===== src/rtl/wsfr_pkg.sv =====
// ----------------------------------------------------------------------------
// wsfr_pkg
// Shared types and constants of the WebSocket frame receiver.
// ----------------------------------------------------------------------------
package wsfr_pkg;

  localparam int LEN_W       = 7;
  localparam int QUEUE_DEPTH = 2;
  localparam int QPTR_W      = (QUEUE_DEPTH > 1) ? $clog2(QUEUE_DEPTH) : 1;
  localparam int QCNT_W      = $clog2(QUEUE_DEPTH + 1);
  localparam int KEY_BYTES   = 4;
  localparam int KEY_IDX_W   = $clog2(KEY_BYTES);

  localparam logic [LEN_W-1:0] LIMIT_RESET = 7'd64;
  localparam logic [3:0]       OP_TEXT     = 4'h1;
  localparam logic [3:0]       OP_CLOSE    = 4'h8;
  localparam logic [0:0]       REG_LIMIT   = 1'b0;

  typedef enum logic [3:0] {
    PH_HDR1 = 4'b0001,
    PH_HDR2 = 4'b0010,
    PH_MASK = 4'b0100,
    PH_DATA = 4'b1000
  } phase_t;

  typedef enum logic [2:0] {
    V_TEXT   = 3'd0,
    V_CLOSE  = 3'd1,
    V_FRAG   = 3'd2,
    V_LONG   = 3'd3,
    V_OPCODE = 3'd4
  } verdict_t;

  // one classified word, front to back
  typedef struct packed {
    logic                 load_key;
    logic [KEY_IDX_W-1:0] key_slot;
    logic                 masked;
    logic [7:0]           byte_val;
    logic                 data_valid;
    logic [LEN_W-1:0]     data_index;
    logic                 frame_end;
    verdict_t             verdict;
    logic [3:0]           opcode;
  } item_t;

endpackage


===== src/rtl/wsfr_front.sv =====
// ----------------------------------------------------------------------------
// wsfr_front
// Header parser: tracks the frame phase and classifies each received byte.
// ----------------------------------------------------------------------------
module wsfr_front
  import wsfr_pkg::*;
(
  input  logic             clk,
  input  logic             rst,
  input  logic             in_valid,
  output logic             in_ready,
  input  logic [7:0]       in_byte,
  input  logic             restart,
  input  logic [LEN_W-1:0] length_limit,
  input  logic             queue_full,
  output logic             push,
  output item_t            item
);

  phase_t               phase, phase_next, ph;
  logic [3:0]           opcode_held, opcode_held_next;
  logic                 final_flag, final_flag_next;
  logic                 masked_flag, masked_flag_next;
  logic [LEN_W-1:0]     payload_length, payload_length_next;
  logic [LEN_W-1:0]     byte_count, byte_count_next, count_inc;
  logic [KEY_IDX_W-1:0] mask_cnt, mask_cnt_next;
  verdict_t             judged;

  assign in_ready  = !queue_full;
  assign push      = in_valid && in_ready;
  assign count_inc = byte_count + LEN_W'(1);

  always_comb begin
    if (!final_flag) judged = V_FRAG;
    else if (opcode_held == OP_TEXT) judged = V_TEXT;
    else if (opcode_held == OP_CLOSE) judged = V_CLOSE;
    else judged = V_OPCODE;
  end

  always_comb begin
    ph                  = restart ? PH_HDR1 : phase;
    phase_next          = ph;
    opcode_held_next    = opcode_held;
    final_flag_next     = final_flag;
    masked_flag_next    = masked_flag;
    payload_length_next = payload_length;
    byte_count_next     = byte_count;
    mask_cnt_next       = mask_cnt;
    item                = '0;
    item.byte_val       = in_byte;
    unique case (ph)
      PH_HDR1: begin
        opcode_held_next = in_byte[3:0];
        final_flag_next  = in_byte[7];
        byte_count_next  = '0;
        phase_next       = PH_HDR2;
      end
      PH_HDR2: begin
        payload_length_next = in_byte[6:0];
        masked_flag_next    = in_byte[7];
        byte_count_next     = '0;
        mask_cnt_next       = '0;
        if (in_byte[6:0] >= length_limit) begin
          item.frame_end = 1'b1;
          item.verdict   = V_LONG;
          phase_next     = PH_HDR1;
        end else if (in_byte[7]) begin
          phase_next = PH_MASK;
        end else if (in_byte[6:0] == '0) begin
          item.frame_end = 1'b1;
          item.verdict   = judged;
          phase_next     = PH_HDR1;
        end else begin
          phase_next = PH_DATA;
        end
      end
      PH_MASK: begin
        item.load_key = 1'b1;
        item.key_slot = mask_cnt;
        if (mask_cnt == KEY_IDX_W'(KEY_BYTES - 1)) begin
          if (payload_length == '0) begin
            item.frame_end = 1'b1;
            item.verdict   = judged;
            phase_next     = PH_HDR1;
          end else begin
            phase_next = PH_DATA;
          end
        end else begin
          mask_cnt_next = mask_cnt + KEY_IDX_W'(1);
        end
      end
      PH_DATA: begin
        item.data_valid = 1'b1;
        item.data_index = byte_count;
        item.key_slot   = byte_count[KEY_IDX_W-1:0];
        item.masked     = masked_flag;
        byte_count_next = count_inc;
        if (count_inc >= payload_length) begin
          item.frame_end = 1'b1;
          item.verdict   = judged;
          phase_next     = PH_HDR1;
        end
      end
      default: begin
        phase_next = PH_HDR1;
      end
    endcase
    item.opcode = opcode_held_next;
  end

  always_ff @(posedge clk) begin
    if (rst) begin
      phase          <= PH_HDR1;
      opcode_held    <= '0;
      final_flag     <= 1'b0;
      masked_flag    <= 1'b0;
      payload_length <= '0;
      byte_count     <= '0;
      mask_cnt       <= '0;
    end else if (push) begin
      phase          <= phase_next;
      opcode_held    <= opcode_held_next;
      final_flag     <= final_flag_next;
      masked_flag    <= masked_flag_next;
      payload_length <= payload_length_next;
      byte_count     <= byte_count_next;
      mask_cnt       <= mask_cnt_next;
    end
  end

endmodule


===== src/rtl/wsfr_queue.sv =====
// ----------------------------------------------------------------------------
// wsfr_queue
// Short FIFO of classified words between parser and output stage.
// ----------------------------------------------------------------------------
module wsfr_queue
  import wsfr_pkg::*;
(
  input  logic  clk,
  input  logic  rst,
  input  logic  push,
  input  item_t push_item,
  output logic  full,
  input  logic  pop,
  output logic  pop_valid,
  output item_t pop_item
);

  item_t             slots [QUEUE_DEPTH];
  logic [QPTR_W-1:0] wr_ptr, rd_ptr;
  logic [QCNT_W-1:0] count;

  assign full      = (count == QCNT_W'(QUEUE_DEPTH));
  assign pop_valid = (count != '0);
  assign pop_item  = slots[rd_ptr];

  function automatic logic [QPTR_W-1:0] ptr_inc(input logic [QPTR_W-1:0] p);
    ptr_inc = (p == QPTR_W'(QUEUE_DEPTH - 1)) ? '0 : p + QPTR_W'(1);
  endfunction

  always_ff @(posedge clk) begin
    if (push) slots[wr_ptr] <= push_item;
  end

  always_ff @(posedge clk) begin
    if (rst) begin
      wr_ptr <= '0;
      rd_ptr <= '0;
      count  <= '0;
    end else begin
      if (push) wr_ptr <= ptr_inc(wr_ptr);
      if (pop) rd_ptr <= ptr_inc(rd_ptr);
      if (push && !pop) count <= count + QCNT_W'(1);
      else if (pop && !push) count <= count - QCNT_W'(1);
    end
  end

`ifndef NO_ASSERTIONS
  a_no_overflow: assert property (@(posedge clk) disable iff (rst)
    full |-> !push) else $error("queue written while full");
  a_no_underflow: assert property (@(posedge clk) disable iff (rst)
    !pop_valid |-> !pop) else $error("queue read while empty");
  a_count_range: assert property (@(posedge clk) disable iff (rst)
    count <= QCNT_W'(QUEUE_DEPTH)) else $error("queue count out of range");
`endif

endmodule


===== src/rtl/wsfr_back.sv =====
// ----------------------------------------------------------------------------
// wsfr_back
// Output stage: keeps the mask key, unmasks payload, holds the result word.
// ----------------------------------------------------------------------------
module wsfr_back
  import wsfr_pkg::*;
(
  input  logic             clk,
  input  logic             rst,
  input  logic             q_valid,
  input  item_t            q_item,
  output logic             pop,
  output logic             out_valid,
  input  logic             out_ready,
  output logic             data_valid,
  output logic [7:0]       data_byte,
  output logic [LEN_W-1:0] data_index,
  output logic             frame_end,
  output verdict_t         verdict,
  output logic [3:0]       frame_opcode
);

  logic [7:0] mask_key [KEY_BYTES];
  logic [7:0] unmasked;

  assign pop = q_valid && (!out_valid || out_ready);

  always_comb begin
    unmasked = q_item.byte_val;
    if (q_item.masked) unmasked = q_item.byte_val ^ mask_key[q_item.key_slot];
  end

  always_ff @(posedge clk) begin
    if (pop && q_item.load_key) mask_key[q_item.key_slot] <= q_item.byte_val;
  end

  always_ff @(posedge clk) begin
    if (rst) begin
      out_valid <= 1'b0;
    end else if (pop) begin
      out_valid <= 1'b1;
    end else if (out_ready) begin
      out_valid <= 1'b0;
    end
  end

  always_ff @(posedge clk) begin
    if (pop) begin
      data_valid   <= q_item.data_valid;
      data_byte    <= q_item.data_valid ? unmasked : 8'h00;
      data_index   <= q_item.data_index;
      frame_end    <= q_item.frame_end;
      verdict      <= q_item.verdict;
      frame_opcode <= q_item.opcode;
    end
  end

endmodule


===== src/rtl/websocket_frame_receiver.sv =====
// ----------------------------------------------------------------------------
// websocket_frame_receiver
// Parses client WebSocket frames one byte per word; unmasks the payload and
// gives a verdict on the last word of each frame.
// ----------------------------------------------------------------------------
//  channel  dir  payload
//  s_*      in   tdata = in_byte, tuser = restart
//  m_*      out  tdata = data_byte, data_index, verdict, frame_opcode;
//                tuser = data_valid, tlast = frame_end
//  APB      in   reg 0 at 0x0: length_limit (7 bits, reset 64)
//
// One result word per input word; sustained rate is one word per cycle while
// m_tready is held high. Each word enters the two-entry queue, then the output
// register. The parser stalls only when the queue is full; the output stage
// drains the queue whenever its register is empty or being taken.
// Reset is synchronous and returns the parser to the first header byte.
// ----------------------------------------------------------------------------
module websocket_frame_receiver
  import wsfr_pkg::*;
(
  input  logic        clk,
  input  logic        rst,
  input  logic        s_tvalid,
  output logic        s_tready,
  input  logic [7:0]  s_tdata,   // [7:0] in_byte
  input  logic        s_tuser,   // [0] restart
  output logic        m_tvalid,
  input  logic        m_tready,
  output logic [23:0] m_tdata,   // [7:0] data_byte, [14:8] data_index,
                                 // [17:15] verdict, [21:18] frame_opcode, 0
  output logic        m_tuser,   // [0] data_valid
  output logic        m_tlast,
  input  logic        psel,
  input  logic        penable,
  input  logic        pwrite,
  input  logic [2:0]  paddr,
  input  logic [31:0] pwdata,
  output logic [31:0] prdata,
  output logic        pready
);

  logic [LEN_W-1:0] length_limit;
  logic             cfg_write;
  logic             push, queue_full, pop, q_valid;
  item_t            push_item, q_item;
  logic [7:0]       data_byte;
  logic [LEN_W-1:0] data_index;
  verdict_t         verdict;
  logic [3:0]       frame_opcode;

  assign pready    = 1'b1;
  assign cfg_write = psel && penable && pwrite && pready;
  assign prdata    = (paddr == {REG_LIMIT, 2'b00}) ? {25'd0, length_limit} : 32'd0;

  always_ff @(posedge clk) begin
    if (rst) begin
      length_limit <= LIMIT_RESET;
    end else if (cfg_write && paddr == {REG_LIMIT, 2'b00}) begin
      length_limit <= pwdata[LEN_W-1:0];
    end
  end

  wsfr_front u_front (
    .clk          (clk),
    .rst          (rst),
    .in_valid     (s_tvalid),
    .in_ready     (s_tready),
    .in_byte      (s_tdata),
    .restart      (s_tuser),
    .length_limit (length_limit),
    .queue_full   (queue_full),
    .push         (push),
    .item         (push_item)
  );

  wsfr_queue u_queue (
    .clk       (clk),
    .rst       (rst),
    .push      (push),
    .push_item (push_item),
    .full      (queue_full),
    .pop       (pop),
    .pop_valid (q_valid),
    .pop_item  (q_item)
  );

  wsfr_back u_back (
    .clk          (clk),
    .rst          (rst),
    .q_valid      (q_valid),
    .q_item       (q_item),
    .pop          (pop),
    .out_valid    (m_tvalid),
    .out_ready    (m_tready),
    .data_valid   (m_tuser),
    .data_byte    (data_byte),
    .data_index   (data_index),
    .frame_end    (m_tlast),
    .verdict      (verdict),
    .frame_opcode (frame_opcode)
  );

  assign m_tdata = {2'b00, frame_opcode, verdict, data_index, data_byte};

`ifndef NO_ASSERTIONS
  a_idle_data_zero: assert property (@(posedge clk) disable iff (rst)
    m_tvalid && !m_tuser |-> (data_byte == 8'h00) && (data_index == '0))
    else $error("data fields set on a non-data word");
  a_verdict_only_at_end: assert property (@(posedge clk) disable iff (rst)
    m_tvalid && !m_tlast |-> verdict == V_TEXT)
    else $error("verdict set before frame end");
  a_long_not_data: assert property (@(posedge clk) disable iff (rst)
    m_tvalid && m_tlast && verdict == V_LONG |-> !m_tuser)
    else $error("too-long verdict on a payload word");
`endif

endmodule

===== config.mk =====
export PLATFORM = sky130hd
export DESIGN_NAME = websocket_frame_receiver
export DESIGN_NICKNAME = d
export VERILOG_FILES = /design/src/rtl/wsfr_pkg.sv /design/src/rtl/wsfr_front.sv /design/src/rtl/wsfr_queue.sv /design/src/rtl/wsfr_back.sv /design/src/rtl/websocket_frame_receiver.sv
export SDC_FILE = /design/constraint.sdc
export NUM_CORES = 1
export LEC_CHECK = 0
export ABC_CLOCK_PERIOD_IN_PS = 5200
export BUFFER_PORTS_ARGS = -buffer_cell sky130_fd_sc_hd__buf_2
export CELL_PAD_IN_SITES_DETAIL_PLACEMENT = 1
export CELL_PAD_IN_SITES_GLOBAL_PLACEMENT = 2
export CORE_ASPECT_RATIO = 0.7
export CORE_MARGIN = 3
export CORE_UTILIZATION = 26
export CTS_CLUSTER_DIAMETER = 200
export DETAILED_ROUTE_END_ITERATION = 7
export PLACE_DENSITY = 0.57
export SYNTH_ARGS = -nofsm -noshare
export SYNTH_HDL_FRONTEND = slang
export SYNTH_SLANG_ARGS = --single-unit

===== constraint.sdc =====
create_clock -name clk -period 5.2 [get_ports clk]
set_input_delay 0.26 -clock clk [delete_from_list [all_inputs] [get_ports clk]]
set_output_delay 0.26 -clock clk [all_outputs]
set_load 0.1 [all_outputs]

Yosys cells after proc, flatten, opt, wreduce, memory -nomap -nowiden
Memory sizes are Yosys's and may differ from the RTL's. A register that Yosys moved wholly into a read port is not among the register bits.
Index checks and enable logic that the tools add are counted.
{"block": "op_classes", "add_sub_neg": 6, "n_reduce_logical": 26, "eq_ne": 9, "n_mux": 40, "magnitude_cmp": 2, "bitwise_logic": 1}
{"operator": "$mux 4", "n": 14}
{"operator": "$mux 8", "n": 2}
{"operator": "$pmux 4 s4", "n": 1}
{"operator": "$ge 7x7->1", "n": 2}
{"operator": "$logic_not 7->1", "n": 2}
{"operator": "$pmux 7 s2", "n": 1}
{"operator": "$mux 1", "n": 12}
{"operator": "$pmux 4 s3", "n": 1}
{"operator": "$reduce_bool 2->1", "n": 5}
{"operator": "$mux 3", "n": 3}
{"operator": "$eq 4x1->1 const B", "n": 2}
{"operator": "$eq 4x4->1 const B", "n": 2}
{"operator": "$logic_and 1x1->1", "n": 8}
{"operator": "$pmux 2 s2", "n": 2}
{"operator": "$xor 8x8->8", "n": 1}
{"operator": "$add 7x1->7 const B", "n": 1}
{"operator": "$mux 7", "n": 1}
{"operator": "$mux 2", "n": 3}
{"operator": "$reduce_and 2->1", "n": 3}
{"operator": "$add 2x1->2 const B", "n": 2}
{"operator": "$eq 2x2->1 const B", "n": 2}
{"operator": "$eq 4x2->1 const B", "n": 1}
{"operator": "$eq 4x3->1 const B", "n": 1}
{"operator": "$logic_not 1->1", "n": 4}
{"operator": "7 further kinds", "n": 8}
{"block": "word_totals", "reg_bits": 62, "mem_count": 2, "elab_cells": 104, "out_inout_bits": 61, "ram_bits": 88, "inputBits": 51}
{"name": "u_queue.slots", "depth": 2, "width": 28, "rd": 1, "rd_ports_with_merged_regs": 1, "write_ports": 1, "line": "wsfr_queue.sv:18", "source": "item_t slots [QUEUE_DEPTH];"}
{"name": "u_back.mask_key", "depth": 4, "width": 8, "rd": 1, "rd_ports_with_merged_regs": 0, "write_ports": 1, "line": "wsfr_back.sv:23", "source": "logic [7:0] mask_key [KEY_BYTES];"}

Longest topological paths before layout
Gate-level depths: netlist (run 1).
{"block": "depth", "depth_word": 8, "ltp_mapped": 10, "mapped_depth_nobuf": 9}

Modules after synthesis
Synthesis (run 1) repeated with hierarchy kept, for this count alone.
{"block": "hier_totals", "hier_cells": 525, "hier_area_um2": 6970.4}
{"module": "wsfr_queue", "area_each_um2": 2234.6, "cells_per_inst": 109, "seq_area_each_um2": 1781.7, "instances": 1}
{"module": "wsfr_back", "area_each_um2": 2143.3, "cells_per_inst": 112, "seq_area_each_um2": 1701.6, "instances": 1}
{"module": "wsfr_front", "area_each_um2": 1995.7, "cells_per_inst": 235, "seq_area_each_um2": 520.5, "instances": 1}
{"module": "websocket_frame_receiver", "area_each_um2": 596.8, "cells_per_inst": 69, "seq_area_each_um2": 140.1, "instances": 1}

Worst setup path after synthesis (run 1)
OpenSTA, ideal clock, no wires.
{"block": "synth_path", "kind": "register to register", "startpoint": "reg u_queue.count[0]", "endpoint": "mem u_queue.slots[0][0] (netlist name) (enable)", "period_less_slack_ns": 3.381, "slack_ns": 1.819, "path_buffers": 1, "setup_ns": 0.413, "required_time_ns": 4.787, "arrival_ns": 2.968, "path_stages_with_launch": 5, "path_cell_list": "dfxtp_1 nand2b_1 nand2_1 clkbuf_1 nor2_1"}
{"block": "synth_between", "elab_chain_cells": 5}
{"item": "from (decl)", "line": "wsfr_queue.sv:20", "source": "logic [QCNT_W-1:0] count;"}
{"item": "from (signal assigned)", "line": "wsfr_queue.sv:42", "source": "if (push && !pop) count <= count + QCNT_W'(1);"}
{"item": "from (signal assigned)", "line": "wsfr_queue.sv:43", "source": "else if (pop && !push) count <= count - QCNT_W'(1);"}
{"item": "$eq 2x2->1", "line": "wsfr_queue.sv:22", "source": "assign full = (count == QCNT_W'(QUEUE_DEPTH));"}
{"item": "$logic_not 1->1", "line": "wsfr_front.sv:29", "source": "assign in_ready = !queue_full;"}
{"item": "named net s_tready", "line": "websocket_frame_receiver.sv:24", "source": "output logic s_tready,"}
{"item": "$logic_and 1x1->1", "line": "wsfr_front.sv:30", "source": "assign push = in_valid && in_ready;"}
{"item": "$mux 1", "line": "wsfr_queue.sv:31", "source": "if (push) slots[wr_ptr] <= push_item;"}
{"item": "$mux 1 (implied by the code)", "line": "wsfr_queue.sv:31"}
{"item": "to (decl)", "line": "wsfr_queue.sv:18"}
The timed path passes the listed nets, and every way through them passes these cells.

==> results.md, run 1 <==
- Via count: about 4000
- Io pins: about 110
- Num CTS Buffers: 17
- Reg-to-Reg Start: u_front.byte_count[0]
- Vias per inst: around 4.4
- CTS root buf: clkbuf_16
- Area Growth Syn to Fin: 17.1%
- DRT iter0 DRCs: 150
- Share of cells above drive strength 1: between 20% and 30%
- Max cap viols: 0
- Routed wire length: approximately 16 mm
- Synth Flop Type: edfxtp_1
- Wire length per cell: approximately 17 um
- Required time of the worst setup path: 5.35 ns
- Cell variety after synth: 55
- Worst Path Max Fanout: 7
- Area share of the largest cell type after synthesis: about half
- Period utilization: between 50% and 60%
- Slew @ Worst Pin: 1.10 ns
- FMAX: approximately 0.33 GHz
- Core ar.: 24800 um2
- Asr flop ratio synth: 0%
- Post-CTS Setup Repair Bufs: 0
- Post-synth top area cell: edfxtp_1
- PostCTS Resize Cnt: 0
- Routed Antenna Nets: 0
- Multi-input gate area: between 2000 and 2500 um2
- Global-route wire length before repair: roughly 24 mm
- Tot Pwr: around 4400 uW
- Synth warn: 0
- Final hold vios: 0
- WS Path Type: reg2reg
- Max VDD drop: about 0.30 mV
- Largest net degree at the start of global routing: 41
- Min Hold Slack: 0.0834 ns
- Storage cell area: 4140 um2
- Worst path bufs/invs: 0
- Final setup viols: 0
- DPL Wire Length: ~11 mm
- Die H: roughly 140 um
- Most used cell, CP: ha_1
- Final GP Congestion: 0.765
- Period minus WS final: 3.03 ns
- Max stage delay on crit path: 0.93 ns
- H-tree levels: 4
- Crit path max-delay family: compound AO/OA/AOI/OAI gates
- Cell count after synthesis: about 500
- Drt pass-1 iters: 4
- Yosys reg bits: about 150
- Drt drc: 0
- P_leak: around 0.0029 uW
- Max Slew Vio Count: 0
- Setup Skew: around 0.013 ns
- Final Net Count: between 600 and 700
- CTS tree: done
- Cell Rows: 48
- Max Root-Sink Buffers: 2
- Synth area leaders: edfxtp_1 (51%), dfxtp_1 (12%), mux2_2 (4.9%)
- Clock transition at the registers of the reported paths: approximately 0.070 ns
- Clk sinks: roughly 150
- Post-CTS Hold Buffers: 0
- Mapped cell area: 6600 um2
- Starting Density: a little over a quarter
- Setup TNS: 0 ns
- CP max-delay cell: a2111oi_0
- CP Launch Type: flop
- Die X: 196 um
- Min-delay src: pwdata[6]
- WP data arrival: 3.18 ns
- Initial antenna violation count: 0
- Filler instances: about 2700
- Worst-skew pair later-pin latency: ~0.43 ns
- Slew Limit Headroom: between 20% and 30%
- Post-synth EDFFs: ~110
- Tot GR Track Use: between 10% and 20%
- Avg Cell Area, Syn: 13.2 um2
- Commonest cells after routing, fill and taps aside: edfxtp_1 (112), buf_2 (58), nor2_1 (41)
- Die ar.: 27400 um2
- RSZ-0062 raised after global routing: no
- Status: completed
- Grt total ovfl: 0
- Hold crit path type: in2reg
- CP endpoint kind: flop
- Critical path origin: u_front.byte_count[0]
- Crit-path cells: ha_1 > xor2_1 > ha_1 > a2111oi_0 > nor4_4 > nor3_2 > o21ai_1
- Commonest non-fill, non-tap cell in the layout: edfxtp_1
- Number of global-route vias before repair: around 4200
- Sequential area share after synthesis: 62.8%
- IO Port Bufs: 58
- Pwr dens: between 500 and 600 nW/um2
[state kept, by name (all words and copies together), names as in the netlist, named ones only]
signal / flops
u_front.payload_length: 7
u_front.phase: 4
length_limit: 7
u_front.byte_count: 7
u_front.masked_flag: 1
u_front.mask_cnt: 2
u_back.frame_opcode: 4
u_back.data_valid: 1
u_back.verdict: 3
u_queue.rd_ptr: 1
u_back.data_index: 7
u_front.final_flag: 1
u_queue.wr_ptr: 1
u_back.mask_key: 32
u_queue.count: 2
u_back.out_valid: 1
u_queue.slots: 56
u_back.data_byte: 8
u_back.frame_end: 1
u_front.opcode_held: 4
[final cells by class]
class                   count  area share (%)
flip-flops and latches    151            53.6
multi-input cells         308            28.4
clock buffers              18            5.55
well taps                 325            5.26
repair buffers             60            3.95
clock inverters            14            2.14
inverters                  21            1.02
diodes                      1          0.0324
[per-stage QoR]
step | util [%] | instances | setup WS [ns] | instance area [um2]
after floorplan | - | 525 | 1.82 | 6700
after global routing | 31.1 | 897 | 1.89 | 7730
after global placement | 28.8 | 865 | 2.27 | 7130
after detailed placement | 28.8 | 865 | 2.22 | 7130
after CTS | 31.1 | 897 | 2.22 | 7730
final | 31.2 | 898 | 2.17 | 7730
[path summary, 6_finish.rpt]
path / end / slack (ns) / cells after the start
max: u_queue.slots[1][5] / 2.17 / 7
min: length_limit[6] / 0.08 / 3
max reg2reg: u_queue.slots[1][5] / 2.17 / 7
min reg2reg: u_front.masked_flag / 0.45 / 2
[layer usage]
metal	global-route usage, %	wire length, um	vias up
met2	17.3	6820	79
met1	16.6	7800	1934
li1	-	-	1894
met3	3.07	721	10
met4	3.34	155	0
met5	0	0	-
[power by group]
part / switching [uW] / internal, uW
sequential: 60.7 / 1590
combinational: 1180 / 299
clock: 528 / 722
total: 1770 / 2620
[cells by family after synthesis]
| logic type | synth area share, % |
|---|---|
| buffers and inverters | 5.53 |
| other | 0.114 |
| AND/OR/NAND/NOR | 10.3 |
| flip-flops | 62.8 |
| adder cells (fa/ha/maj) | 3.22 |
| XOR/XNOR | 2.52 |
| multiplexers | 9.80 |
| AO/OA/AOI/OAI | 5.76 |
[synth_stat cells, types with 5 or more instances]
| master | n |
|---|---|
| edfxtp_1 | 112 |
| dfxtp_1 | 39 |
| nand2b_1 | 7 |
| inv_1 | 20 |
| mux4_2 | 8 |
| mux2_2 | 29 |
| a21oi_1 | 18 |
| clkbuf_1 | 9 |
| nand2_1 | 30 |
| buf_4 | 28 |
| xnor2_1 | 5 |
| nor2_1 | 42 |
| ha_1 | 17 |
| nor3_1 | 8 |
| and3_1 | 5 |
| nand3_1 | 14 |
| xor2_1 | 14 |
| and2_1 | 15 |
| o21ai_0 | 5 |
| mux2i_1 | 14 |
[worst register-to-register path: cells and delay by family (launching register included)]
family                     cells  cell delay (ns)
AOI/OAI and AO/OA              2             1.08
and+or+nand+nor                2             0.57
xor gates and xnor gates       1             0.10
adders and majority gates      2             0.52
DFF                            1             0.50
No activity file was read; power rests on OpenSTA's default activity.
==> run 2: changes to the inputs <==
--- a/config.mk
+++ b/config.mk
@@ -5,7 +5,8 @@
 export SDC_FILE = /design/constraint.sdc
 export NUM_CORES = 1
 export LEC_CHECK = 0
-export ABC_CLOCK_PERIOD_IN_PS = 5200
+export ABC_AREA = 1
+export ABC_CLOCK_PERIOD_IN_PS = 2700
 export BUFFER_PORTS_ARGS = -buffer_cell sky130_fd_sc_hd__buf_2
 export CELL_PAD_IN_SITES_DETAIL_PLACEMENT = 1
 export CELL_PAD_IN_SITES_GLOBAL_PLACEMENT = 2
@@ -14,7 +15,7 @@
 export CORE_UTILIZATION = 26
 export CTS_CLUSTER_DIAMETER = 200
 export DETAILED_ROUTE_END_ITERATION = 7
-export PLACE_DENSITY = 0.57
+export PLACE_DENSITY = 0.62
 export SYNTH_ARGS = -nofsm -noshare
 export SYNTH_HDL_FRONTEND = slang
 export SYNTH_SLANG_ARGS = --single-unit
==> constraint.sdc (replaced) <==
create_clock -name clk -period 2.7 [get_ports clk]
set_input_delay 0.135 -clock clk [delete_from_list [all_inputs] [get_ports clk]]
set_output_delay 0.135 -clock clk [all_outputs]
set_load 0.1 [all_outputs]
==> results.md, run 2 <==
- Status: completed
- Final GP Congestion: 0.808 (+5.6%)
- Final setup viols: 0 (unchanged)
- Drt pass-1 iters: 4 (unchanged)
- Fin worst setup slack: 0.163 ns (-2.01 ns)
- Required time of the worst setup path: 2.87 ns (-2.48 ns)
- P_leak: 0.00328 uW (+15%)
- Mux cell area share after synthesis: 0% (-9.8 points)
- Most Crowded Layer GR: met2
- Share of cells above drive strength 1: 21.1% (-2.5 points)
- Yosys reg bits: 151 (unchanged)
- Number of global-route vias before repair: 5086 (+22%)
- Die H: 142 um (+2.0%)
- Slew Limit Headroom: 48.5% (+24 points)
- Max Slew Vio Count: 0 (unchanged)
- Cell variety after synth: 37 (-33%)
- Met2 global-route usage: 19.8% (+2.5 points)
- Min Hold Slack: 0.0140 ns (-0.0694 ns)
- Largest net degree at the start of global routing: 29 (-29%)
- Biggest register: u_queue.slots
- DRT iter0 DRCs: 258 (+72%)
- Synth warn: 0 (unchanged)
- Die X: 200 um (+2.0%)
- Slew @ Worst Pin: 0.772 ns (-0.332 ns)
- FMAX: 0.394 GHz (+19%)
- CP Launch Type: flop
- DPL Wire Length: 12.8 mm (+20%)
- Antenna Cells: 0 (-1)
- Clock transition at the registers of the reported paths: 0.07 ns (about the same)
- Clk sinks: 151 (unchanged)
- CTS root buf: clkbuf_16
- Reg-to-Reg Start: u_front.byte_count[0]
- Num CTS Buffers: 17 (unchanged)
- WS Path Type: reg2reg
- IO Port Bufs: 58 (unchanged)
- Post-synth EDFFs: 112 (unchanged)
- H-tree levels: 4 (unchanged)
- Period minus WS final: 2.54 ns (-0.492 ns)
- Avg Cell Area, Syn: 10.2 um2 (-23%)
- CP endpoint kind: flop
- Core ar.: 25900 um2 (+4.3%)
- Routed wire length: 17.7 mm (+14%)
- Max cap viols: 0 (unchanged)
- Worst Path Max Fanout: 4 (-3)
- Largest family of logic cells by synthesized area: simple AND/OR/NAND/NOR gates
- Cell count after synthesis: 672 (+35%)
- Final Net Count: 824 (+31%)
- Synth area leaders: edfxtp_1 (49%), dfxtp_1 (11%), nand2_1 (7.9%)
- Number of flip-flops in the largest register: 56 (unchanged)
- Drt drc: 0 (unchanged)
- CTS tree: done
- Vias per inst: 4.31 (-1.3%)
- Global-route wire length before repair: 28.4 mm (+17%)
- Wire length per cell: 15.8 um (-8.7%)
- Final hold vios: 0 (unchanged)
- Met3 global-route usage: 2.47% (-0.61 points)
- Worst-skew pair later-pin latency: 0.44 ns (about the same)
- Biggest regs: u_queue.slots (56), u_back.mask_key (32), u_back.data_byte (8)
- Starting Density: 26.6% (about the same)
- Max VDD drop: 0.512 mV (+69%)
- Io pins: 112 (unchanged)
- Initial antenna violation count: 0 (unchanged)
- Synth top cells by count: nand2_1 (144), edfxtp_1 (112), inv_1 (57)
- WP data arrival: 2.70 ns (-0.48 ns)
- Commonest non-fill, non-tap cell in the layout: nand2_1
- Period utilization: 94.0% (+36 points)
- Core Util, Final: 31.9% (+0.78 points)
- Hold crit path type: in2reg
- Area share of the largest cell type after synthesis: 48.9% (-2.1 points)
- Sequential area share after synthesis: 60.2% (-2.6 points)
- Setup Skew: 0.0150 ns (+0.00169 ns)
- Routed Antenna Nets: 0 (unchanged)
- Min-delay src: pwdata[1]
- Synth Area in Simple Gates: 19.7% (+9.4 points)
- Post-synth top area cell: edfxtp_1
- Critical path origin: u_front.byte_count[0]
- Compound-gate portion of the synthesized area: 7.13% (+1.4 points)
- Cell Rows: 49 (+2.1%)
- Synth Flop Type: edfxtp_1
- Top-count cell post-synth: nand2_1
- Pwr dens: 1120 nW/um2 (+97%)
- Area Growth Syn to Fin: 20.1%
- Asr flop ratio synth: 0% (unchanged)
- Adder-cell share of the synthesized area: 3.09% (-0.13 points)
- Commonest cells after routing, fill and taps aside: nand2_1 (144), edfxtp_1 (112), buf_2 (58)
- R2R Setup Slk: 0.16 ns (-2.01 ns)
- Pre-CTS setup slack: 0.0556 ns (-2.16 ns)
- Max Root-Sink Buffers: 2 (unchanged)
- Xor-xnor portion of the synthesized cell area: 0.636% (-1.9 points)
- Tot GR Track Use: 12.9% (+1.3 points)
- Grt total ovfl: 0 (unchanged)
- Met1 track demand over resource: 18.4% (+1.8 points)
- Mapped cell area: 6880 um2 (+4.3%)
- Via count: 4849 (+24%)
- Die ar.: 28500 um2 (+4.1%)
run 2: changes by cell type in the layout (fill, tap and decap cells not counted), sizes merged, moves of 29 or more:
cell and delta:
nand3 +36, nand2 +124, inv +53, a21oi +35
mux2 -29, o21ai +34
run 2: per-layer routing:
metal	wire [um]	part of all wire, %
met1	9000	51
met2	7720	44
met3	779	4.4
met4	234	1.3
met5	0	0
run 2: power by group:
part / switching [uW] / leakage, uW / internal [uW] / total, uW
clock network: 1110 / 0.000305 / 1420 / 2530
logic: 2890 / 0.00160 / 553 / 3450
registers: 126 / 0.00138 / 3120 / 3240
total: 4130 / 0.00328 / 5090 / 9220
run 2: timing repair:
| action | 4_1_cts | 5_1_grt |
|---|---|---|
| gates resized for setup | 0 | 7 |
| endpoints found under the hold margin | 14 | 0 |
| setup buffers | 0 | 0 |
| endpoints found under the setup margin | 0 | 8 |
| hold buffers | 10 | 0 |
run 2: worst paths after layout:
kind	to	depth (start not counted)
worst max register to register	u_queue.slots[0][5]	14
worst min register to register	u_front.masked_flag	2
worst min-delay path	length_limit[1]	3
worst max-delay path	u_queue.slots[0][5]	14
run 2: cell families after synthesis:
logic type | Yosys count
adders and majority gates | 17
xor gates and xnor gates | 5
other | 2
buffers and inverters | 117
DFF | 151
AOI/OAI and AO/OA | 96
and+or+nand+nor | 284
run 2: final cells by class:
| type | count | area, um2 |
|---|---|---|
| fill | 2976 | 17600 |
| sequential | 151 | 4140 |
| multi-input combinational | 430 | 2260 |
| timing repair buffer | 85 | 518 |
| tap | 357 | 447 |
| clock buffer | 17 | 425 |
| inverter | 71 | 272 |
| clock inverter | 15 | 200 |
run 2: per-stage QoR:
step                cells  TNS [ns]  area (um2)  total power (uW)
finish               1126         0        8260              9220
global route         1126   -0.0603        8260              9720
CTS                  1126         0        8230              9360
detailed placement   1084         0        7500              6780
global placement     1084         0        7500              6700
floorplan             698         0        6990              6110
run 2: worst max-delay path: stages, from the launching register on:
cell	delay, ns
dfxtp_1	0.40
buf_4	0.17
nand3_1	0.12
nor3_2	0.17
xor2_1	0.27
ha_1	0.28
nand2_1	0.08
inv_1	0.05
a21oi_2	0.16
nand3_1	0.09
nand2_1	0.09
nand2_1	0.06
nor2_2	0.15
buf_4	0.14
a21oi_1	0.05
